==> src/bmp_pkg.sv <==
// ----------------------------------------------------------------------------
// bmp_pkg
// Shared types and constants for the BMP byte-stream pixel extractor.
// ----------------------------------------------------------------------------
package bmp_pkg;

  // Result kinds
  localparam logic [1:0] KIND_PIXEL       = 2'd0;
  localparam logic [1:0] KIND_HDR_OK      = 2'd1;
  localparam logic [1:0] KIND_MALFORMED   = 2'd2;
  localparam logic [1:0] KIND_UNSUPPORTED = 2'd3;

  // Magic bytes and header layout
  localparam logic [7:0]  MAGIC_B      = 8'h42;
  localparam logic [7:0]  MAGIC_M      = 8'h4D;
  localparam logic [4:0]  POS_OFF_LO   = 5'd10;
  localparam logic [4:0]  POS_OFF_HI   = 5'd13;
  localparam logic [4:0]  POS_WID_LO   = 5'd18;
  localparam logic [4:0]  POS_WID_HI   = 5'd21;
  localparam logic [4:0]  POS_HGT_LO   = 5'd22;
  localparam logic [4:0]  POS_HGT_HI   = 5'd25;
  localparam logic [4:0]  POS_BPP_LO   = 5'd28;
  localparam logic [4:0]  POS_HDR_END  = 5'd29;
  localparam logic [31:0] MIN_OFFSET   = 32'd30;

  // Parser phase, one-hot
  typedef enum logic [4:0] {
    PH_IDLE   = 5'b00001,
    PH_HEADER = 5'b00010,
    PH_SKIP   = 5'b00100,
    PH_PIXELS = 5'b01000,
    PH_PAD    = 5'b10000
  } phase_t;

  // Input beat
  typedef struct packed {
    logic [7:0] data_byte;
    logic       file_start;
  } in_beat_t;

  // Result beat
  typedef struct packed {
    logic [1:0]  result_kind;
    logic [11:0] pixel_x;
    logic [11:0] pixel_y;
    logic [31:0] pixel_color;
    logic [12:0] image_width;
    logic [12:0] image_height;
    logic [5:0]  bits_per_pixel;
    logic        last_pixel;
  } out_beat_t;

endpackage

==> src/bmp_stream_pixel_extractor.sv <==
// ----------------------------------------------------------------------------
// bmp_stream_pixel_extractor
// Parses a BMP file one byte per beat: header fields, data skip, pixels
// with coordinates (bottom-up rows) and row padding.
// ----------------------------------------------------------------------------
// A result is registered on the clock edge that accepts its input byte.
// Throughput: 1 byte per cycle; the single output register is refilled in
//   the cycle it is drained, so in_ready only drops while a result stalls.
// Reset: synchronous active-low rst_n idles the parser and empties the
//   output register; a beat with file_start restarts parsing at any time.
// ----------------------------------------------------------------------------
module bmp_stream_pixel_extractor #(
  parameter int MAX_DIM = 4096
) (
  input  logic               clk,
  input  logic               rst_n,
  input  logic               in_valid,
  output logic               in_ready,
  input  bmp_pkg::in_beat_t  in_data,
  output logic               out_valid,
  input  logic               out_ready,
  output bmp_pkg::out_beat_t out_data
);

  localparam int DIM_W = $clog2(MAX_DIM + 1);

  // State registers
  bmp_pkg::phase_t    phase_r, phase_nxt;
  logic [31:0]        pos_r, pos_nxt;
  logic [31:0]        off_r, off_nxt;
  logic [31:0]        wid_r, wid_nxt;
  logic [31:0]        hgt_r, hgt_nxt;
  logic [15:0]        bpp_r, bpp_nxt;
  logic [2:0]         nb_r, nb_nxt;
  logic [DIM_W-1:0]   col_r, col_nxt;
  logic [DIM_W-1:0]   row_r, row_nxt;
  logic [1:0]         idx_r, idx_nxt;
  logic [31:0]        color_r, color_nxt;
  logic [1:0]         pad_r, pad_nxt;
  logic               out_valid_r, emit_nxt;
  bmp_pkg::out_beat_t out_data_r, out_nxt;

  logic               accept;

  assign in_ready  = !out_valid_r || out_ready;
  assign accept    = in_valid && in_ready;
  assign out_valid = out_valid_r;
  assign out_data  = out_data_r;

  // Per-byte parse step
  always_comb begin
    bmp_pkg::phase_t   ph;
    logic [7:0]        b;
    logic [4:0]        pos5;
    logic [31:0]       color_full;
    logic [DIM_W:0]    col_inc;
    logic [4:0]        prod;
    logic [1:0]        pad_calc;
    logic              bpp_ok;
    logic              dim_ok;

    b          = in_data.data_byte;
    ph         = phase_r;
    phase_nxt  = phase_r;
    pos_nxt    = pos_r;
    off_nxt    = off_r;
    wid_nxt    = wid_r;
    hgt_nxt    = hgt_r;
    bpp_nxt    = bpp_r;
    nb_nxt     = nb_r;
    col_nxt    = col_r;
    row_nxt    = row_r;
    idx_nxt    = idx_r;
    color_nxt  = color_r;
    pad_nxt    = pad_r;
    emit_nxt   = 1'b0;
    out_nxt    = '0;

    // file_start wipes the old file and parses this byte as byte 0
    if (in_data.file_start) begin
      ph        = bmp_pkg::PH_HEADER;
      phase_nxt = bmp_pkg::PH_HEADER;
      pos_nxt   = '0;
      off_nxt   = '0;
      wid_nxt   = '0;
      hgt_nxt   = '0;
      bpp_nxt   = '0;
      col_nxt   = '0;
      row_nxt   = '0;
      idx_nxt   = '0;
      color_nxt = '0;
      pad_nxt   = '0;
    end

    pos5       = pos_nxt[4:0];
    color_full = color_r | (32'(b) << {idx_r, 3'b000});
    col_inc    = (DIM_W + 1)'(col_r) + (DIM_W + 1)'(1);
    prod       = 5'(wid_r[1:0]) * 5'(nb_r);
    pad_calc   = 2'(2'd0 - prod[1:0]);
    bpp_ok     = 1'b0;
    dim_ok     = 1'b0;

    case (ph)
      bmp_pkg::PH_HEADER: begin
        // collect little-endian header fields
        if (pos5 >= bmp_pkg::POS_OFF_LO && pos5 <= bmp_pkg::POS_OFF_HI)
          off_nxt[{2'(pos5 - bmp_pkg::POS_OFF_LO), 3'b000} +: 8] = b;
        if (pos5 >= bmp_pkg::POS_WID_LO && pos5 <= bmp_pkg::POS_WID_HI)
          wid_nxt[{2'(pos5 - bmp_pkg::POS_WID_LO), 3'b000} +: 8] = b;
        if (pos5 >= bmp_pkg::POS_HGT_LO && pos5 <= bmp_pkg::POS_HGT_HI)
          hgt_nxt[{2'(pos5 - bmp_pkg::POS_HGT_LO), 3'b000} +: 8] = b;
        if (pos5 >= bmp_pkg::POS_BPP_LO && pos5 <= bmp_pkg::POS_HDR_END)
          bpp_nxt[{pos5[0], 3'b000} +: 8] = b;
        pos_nxt = pos_nxt + 32'd1;

        bpp_ok = (bpp_nxt == 16'd8) || (bpp_nxt == 16'd16) ||
                 (bpp_nxt == 16'd24) || (bpp_nxt == 16'd32);
        dim_ok = (wid_nxt != '0) && (wid_nxt <= 32'(MAX_DIM)) &&
                 (hgt_nxt != '0) && (hgt_nxt <= 32'(MAX_DIM));

        if ((pos5 == 5'd0 && b != bmp_pkg::MAGIC_B) ||
            (pos5 == 5'd1 && b != bmp_pkg::MAGIC_M)) begin
          phase_nxt           = bmp_pkg::PH_IDLE;
          emit_nxt            = 1'b1;
          out_nxt.result_kind = bmp_pkg::KIND_MALFORMED;
        end else if (pos5 == bmp_pkg::POS_HDR_END) begin
          emit_nxt = 1'b1;
          if (off_nxt < bmp_pkg::MIN_OFFSET) begin
            phase_nxt           = bmp_pkg::PH_IDLE;
            out_nxt.result_kind = bmp_pkg::KIND_MALFORMED;
          end else if (!bpp_ok || !dim_ok) begin
            phase_nxt           = bmp_pkg::PH_IDLE;
            out_nxt.result_kind = bmp_pkg::KIND_UNSUPPORTED;
          end else begin
            col_nxt   = '0;
            row_nxt   = DIM_W'(hgt_nxt - 32'd1);
            idx_nxt   = '0;
            color_nxt = '0;
            nb_nxt    = bpp_nxt[5:3];
            phase_nxt = (off_nxt == bmp_pkg::MIN_OFFSET) ? bmp_pkg::PH_PIXELS
                                                          : bmp_pkg::PH_SKIP;
            out_nxt.result_kind    = bmp_pkg::KIND_HDR_OK;
            out_nxt.image_width    = wid_nxt[12:0];
            out_nxt.image_height   = hgt_nxt[12:0];
            out_nxt.bits_per_pixel = bpp_nxt[5:0];
          end
        end
      end

      bmp_pkg::PH_SKIP: begin
        // advance to the pixel data offset
        pos_nxt = pos_r + 32'd1;
        if (pos_nxt == off_r)
          phase_nxt = bmp_pkg::PH_PIXELS;
      end

      bmp_pkg::PH_PIXELS: begin
        if (3'({1'b0, idx_r}) + 3'd1 < nb_r) begin
          idx_nxt   = idx_r + 2'd1;
          color_nxt = color_full;
        end else begin
          emit_nxt            = 1'b1;
          out_nxt.result_kind = bmp_pkg::KIND_PIXEL;
          out_nxt.pixel_x     = 12'(col_r);
          out_nxt.pixel_y     = 12'(row_r);
          out_nxt.pixel_color = color_full;
          idx_nxt             = '0;
          color_nxt           = '0;
          if (32'(col_inc) >= wid_r) begin
            // end of row
            col_nxt = '0;
            if (row_r == '0) begin
              out_nxt.last_pixel = 1'b1;
              phase_nxt          = bmp_pkg::PH_IDLE;
            end else begin
              row_nxt = row_r - DIM_W'(1);
              pad_nxt = pad_calc;
              if (pad_calc != 2'd0)
                phase_nxt = bmp_pkg::PH_PAD;
            end
          end else begin
            col_nxt = DIM_W'(col_inc);
          end
        end
      end

      bmp_pkg::PH_PAD: begin
        // drop row padding bytes
        pad_nxt = pad_r - 2'd1;
        if (pad_nxt == 2'd0)
          phase_nxt = bmp_pkg::PH_PIXELS;
      end

      default: begin
      end
    endcase
  end

  // Parser state
  always_ff @(posedge clk) begin
    if (!rst_n) begin
      phase_r <= bmp_pkg::PH_IDLE;
    end else if (accept) begin
      phase_r <= phase_nxt;
    end
  end

  always_ff @(posedge clk) begin
    if (accept) begin
      pos_r   <= pos_nxt;
      off_r   <= off_nxt;
      wid_r   <= wid_nxt;
      hgt_r   <= hgt_nxt;
      bpp_r   <= bpp_nxt;
      nb_r    <= nb_nxt;
      col_r   <= col_nxt;
      row_r   <= row_nxt;
      idx_r   <= idx_nxt;
      color_r <= color_nxt;
      pad_r   <= pad_nxt;
    end
  end

  // Output register
  always_ff @(posedge clk) begin
    if (!rst_n) begin
      out_valid_r <= 1'b0;
    end else if (accept) begin
      out_valid_r <= emit_nxt;
    end else if (out_ready) begin
      out_valid_r <= 1'b0;
    end
  end

  always_ff @(posedge clk) begin
    if (accept && emit_nxt) begin
      out_data_r <= out_nxt;
    end
  end

  // Assertions
  a_ready_when_empty: assert property (@(posedge clk) disable iff (!rst_n)
    !out_valid_r |-> in_ready)
    else $error("in_ready low with empty output register");

  a_last_is_corner: assert property (@(posedge clk) disable iff (!rst_n)
    out_valid_r && out_data_r.last_pixel |->
      out_data_r.result_kind == bmp_pkg::KIND_PIXEL && out_data_r.pixel_y == 12'd0)
    else $error("last pixel flagged off the top row");

  a_idle_after_last: assert property (@(posedge clk) disable iff (!rst_n)
    accept && emit_nxt && out_nxt.last_pixel |=> phase_r == bmp_pkg::PH_IDLE)
    else $error("parser not idle after last pixel");

  a_col_in_range: assert property (@(posedge clk) disable iff (!rst_n)
    phase_r == bmp_pkg::PH_PIXELS |-> 32'(col_r) < wid_r)
    else $error("column counter beyond image width");

endmodule
==> config.mk <==
export PLATFORM = sky130hd
export DESIGN_NAME = bmp_stream_pixel_extractor
export DESIGN_NICKNAME = d
export VERILOG_FILES = /design/src/bmp_pkg.sv /design/src/bmp_stream_pixel_extractor.sv
export SDC_FILE = /design/constraint.sdc
export NUM_CORES = 1
export LEC_CHECK = 0
export BUFFER_PORTS_ARGS = -buffer_cell sky130_fd_sc_hd__clkbuf_2
export CORE_ASPECT_RATIO = 1.5
export CORE_UTILIZATION = 65
export CTS_BUF_LIST = sky130_fd_sc_hd__clkbuf_8
export DETAILED_ROUTE_END_ITERATION = 16
export PLACE_DENSITY = 0.84
export SKIP_LAST_GASP = 1
export SYNTH_ARGS = -nofsm -noshare
export SYNTH_HDL_FRONTEND = slang
export SYNTH_SLANG_ARGS = --single-unit
==> constraint.sdc <==
create_clock -name clk -period 20.3 [get_ports clk]
set_clock_uncertainty 0.15 [all_clocks]
set_input_delay 0 -clock clk [delete_from_list [all_inputs] [get_ports clk]]
set_output_delay 0 -clock clk [all_outputs]
set_load 0.05 [all_outputs]
==> reports/results.ini <==
[outcome]
status = completed

[finish]
fin_area_um2 = 19300
layout.nets = 1862
num_antenna_cells = 0
syn2layout_area_growth_pct = 8.65
drive_gt1_frac = 0.131

[grt]
grt_pass1_vias = 15100
gr-total-overflow = 0
antenna_found_initial = 0
track_usage = 0.387
grt_pass1_wl_um = 82200
grt_max_degree = 132

[synth]
seq_area_frac_synth = 0.514
yosys.area_share.simple = 0.195
netlist_area_um2 = 17800
synth-edff-count = 300
ys_async_sr_fraction = 0
muxShareOfSynthArea = 0.00881
ys_warn_count = 0
synth_top_family_by_area = simple AND/OR/NAND/NOR gates
ys_seq_elements = 306
synth-main-ff-cell = edfxtp_1
syn_avg_cell_area_um2 = 10.0
yosysUniqueCellTypes = 89
synth_compound_area_frac = 0.193
synthAdderAreaFrac = 0.0204
syn_inst = 1768
post_synth_xor_area_fraction = 0.0266

[die]
ios = 106
die_area_um2 = 28000
die_y_um = 204
start_util = 0.666
core-area_um2 = 26700
fp-row-count = 73
fp.dieW_um = 137

[critical_path]
critical_path.max_fanout = 43
critical_path_arrival_ns = 6.44
cp.required_ns = 20.43
critPathKind = reg -> reg
crit_slowest_cell = a21oi_4
path_cells = nand2b_1, ha_1, and2_1, and3_1, a32oi_1, ha_1, o31ai_1, a21o_1, or4_4, a211oi_2, nand4_2, buf_4, a21oi_4, o21ai_0
slowest_delay_ns = 0.94
start_kind = flip-flop
cp_num_buf_inv = 1
critical-path-top-delay-family = compound AO/OA/AOI/OAI gates
critPathMostFrequentCell = ha_1
end_kind = flip-flop

[placed_design]
gpl.final_weighted_congestion = 0.976
placed_area_um2 = 18400
io_buffers = 105
hpwl_um = 35100

[route]
num_vias = 15600
vias_per_cell = 7.09
antenna_left = 0
wirelength_um = 53800
drc = 0
drt_iter0_drc = 1791
drt-wirelength-per-cell_um = 24.5
drt-pass1-iter-count = 6

[timing]
clock.fmax_ghz = 0.159
slew_headroom = 0.202
period_share = 0.311
period_minus_slack_ns = 6.31
setup_violations = 0
grt_setup_unrepaired = no
tns_ns = 0
slew_viol_final = 0
worstMarginPinSlew_ns = 1.20
hold_violations = 0

[cts]
cts-root-buf = clkbuf_8
post_cts_buffers = 0
clk_pin_slew_ns = 0.06
cts_buffers = 47
post_cts_resized = 0
clockBufferDepth = 3
clkSinkCount = 306
cts_hold_buffers = 8
clk_latency_ns = 0.61
cts_htree_levels = 2
cts_tree = yes

[worst_hold_path]
hold_class = in -> reg

[power_and_ir_drop]
p_per_area_nw_per_um2 = 76.0
finalPower_mw = 1.47
p_leak_nw = 6.94
vdd_drop_max_uv = 72.0

[run]
maxCapViolations = 0

## final cells by class
type | instances | area (um2)
clock buffer | 48 | 661
clock inverter | 37 | 196
fill | 1909 | 7370
inverter | 47 | 184
multi-input combinational | 1280 | 7910
sequential | 306 | 9130
tap | 337 | 422
timing repair buffer | 138 | 793
## stage by stage
stage | hold slack (ns) | utilization | setup slack (ns) | std cells
2_1_floorplan | -0.0116 | - | 13.36 | 1770
3_3_place_gp | 0.175 | 0.688 | 14.52 | 2100
3_5_place_dp | 0.181 | 0.688 | 14.22 | 2100
4_1_cts | 0.0282 | 0.723 | 14.18 | 2193
5_1_grt | 0.0821 | 0.723 | 13.69 | 2193
6_report | 0.0804 | 0.723 | 13.99 | 2193
## placed cells by master (no fill, tap or decap), types with 9 or more instances in the layout
master	count
or4_1	11
ha_1	29
nor2b_1	10
inv_1	58
buf_4	25
o22ai_1	11
a21oi_1	151
nor3b_1	9
xor2_1	20
nand2_1	133
a22o_1	14
o31ai_1	12
clkinv_1	9
a32o_1	64
mux2i_1	10
or2_2	17
a32oi_1	24
o21ai_1	9
nor3_1	38
clkinv_2	12
clkbuf_8	48
nor2_1	212
nand2b_1	12
clkbuf_2	105
or3_1	17
edfxtp_1	300
and2_1	25
nand4_1	26
a31oi_1	17
o21ai_0	68
and4_1	13
nor4_1	32
nand3_1	71
a22oi_1	13
xnor2_1	34
and3_1	42
## routing by layer
| layer | up-vias | share of wire | global-route usage |
|---|---|---|---|
| li1 | 6891 | - | - |
| met5 | - | 0 | 0 |
| met1 | 7338 | 0.35 | 0.447 |
| met2 | 1014 | 0.47 | 0.619 |
| met3 | 316 | 0.089 | 0.0756 |
| met4 | 0 | 0.091 | 0.319 |
## synthesized netlist by cell type, drive strengths merged, types with 13 or more instances
cell	n	area, um2
a21oi	154	786
a22o	14	123
a22oi	13	97.6
a31oi	17	106
a32o	64	641
a32oi	24	210
and2	25	156
and3	42	263
and4	13	114
buf	33	176
clkbuf	104	390
edfxtp	300	9010
ha	29	363
inv	47	176
nand2	133	499
nand3	71	355
nand4	28	188
nor2	213	802
nor3	38	190
nor4	32	200
o21ai	77	385
or2	17	106
or3	17	106
or4	13	105
xnor2	34	298
xor2	20	175
## flip-flops by register name, summed over array words and instances (netlist names)
signal and count:
hgt_r 32, wid_r 32, col_r 13, bpp_r 16, nb_r 3, pad_r 2
out_valid 1, out_data 91, color_r 32, phase_r 5, row_r 13, off_r 32
pos_r 32, idx_r 2
## final timing paths
kind / start / to / slack (ns) / depth (start not counted)
hold / removal: in_valid / phase_r[0]$_SDFFE_PN1P_ / 0.08 / 5
setup / recovery: pos_r[0]$_DFFE_PP_ / col_r[5]$_DFFE_PP_ / 13.99 / 14
setup reg to reg: pos_r[0]$_DFFE_PP_ / col_r[5]$_DFFE_PP_ / 13.99 / 14
hold reg to reg: phase_r[1]$_SDFFE_PN0P_ / phase_r[1]$_SDFFE_PN0P_ / 0.42 / 2
## worst register-to-register path, stage by stage (launching register included)
cell and delay (ns):
edfxtp_1 0.67, nand2b_1 0.40, ha_1 0.52, and2_1 0.31
and3_1 0.27, a32oi_1 0.45, ha_1 0.38, o31ai_1 0.13
a21o_1 0.21, or4_4 0.53, a211oi_2 0.37, nand4_2 0.13
buf_4 0.27, a21oi_4 0.97, o21ai_0 0.24
## power breakdown
| part | total [mW] | switching (mW) | internal [mW] |
|---|---|---|---|
| clock | 0.486 | 0.250 | 0.235 |
| sequential | 0.778 | 0.0396 | 0.738 |
| combinational | 0.204 | 0.141 | 0.0629 |
| total | 1.47 | 0.430 | 1.04 |
## kinds of logic (layout without fill, tap and decap cells)
| family | after synthesis | count (layout) |
|---|---|---|
| other cells | 1 | 3 |
| flops | 306 | 306 |
| fa+ha+maj | 29 | 29 |
| xor+xnor | 54 | 54 |
| simple gates | 691 | 691 |
| mux | 15 | 15 |
| buf+inv | 184 | 270 |
| compound gates | 488 | 488 |
Note: power is estimated with default switching activity, not from simulation.
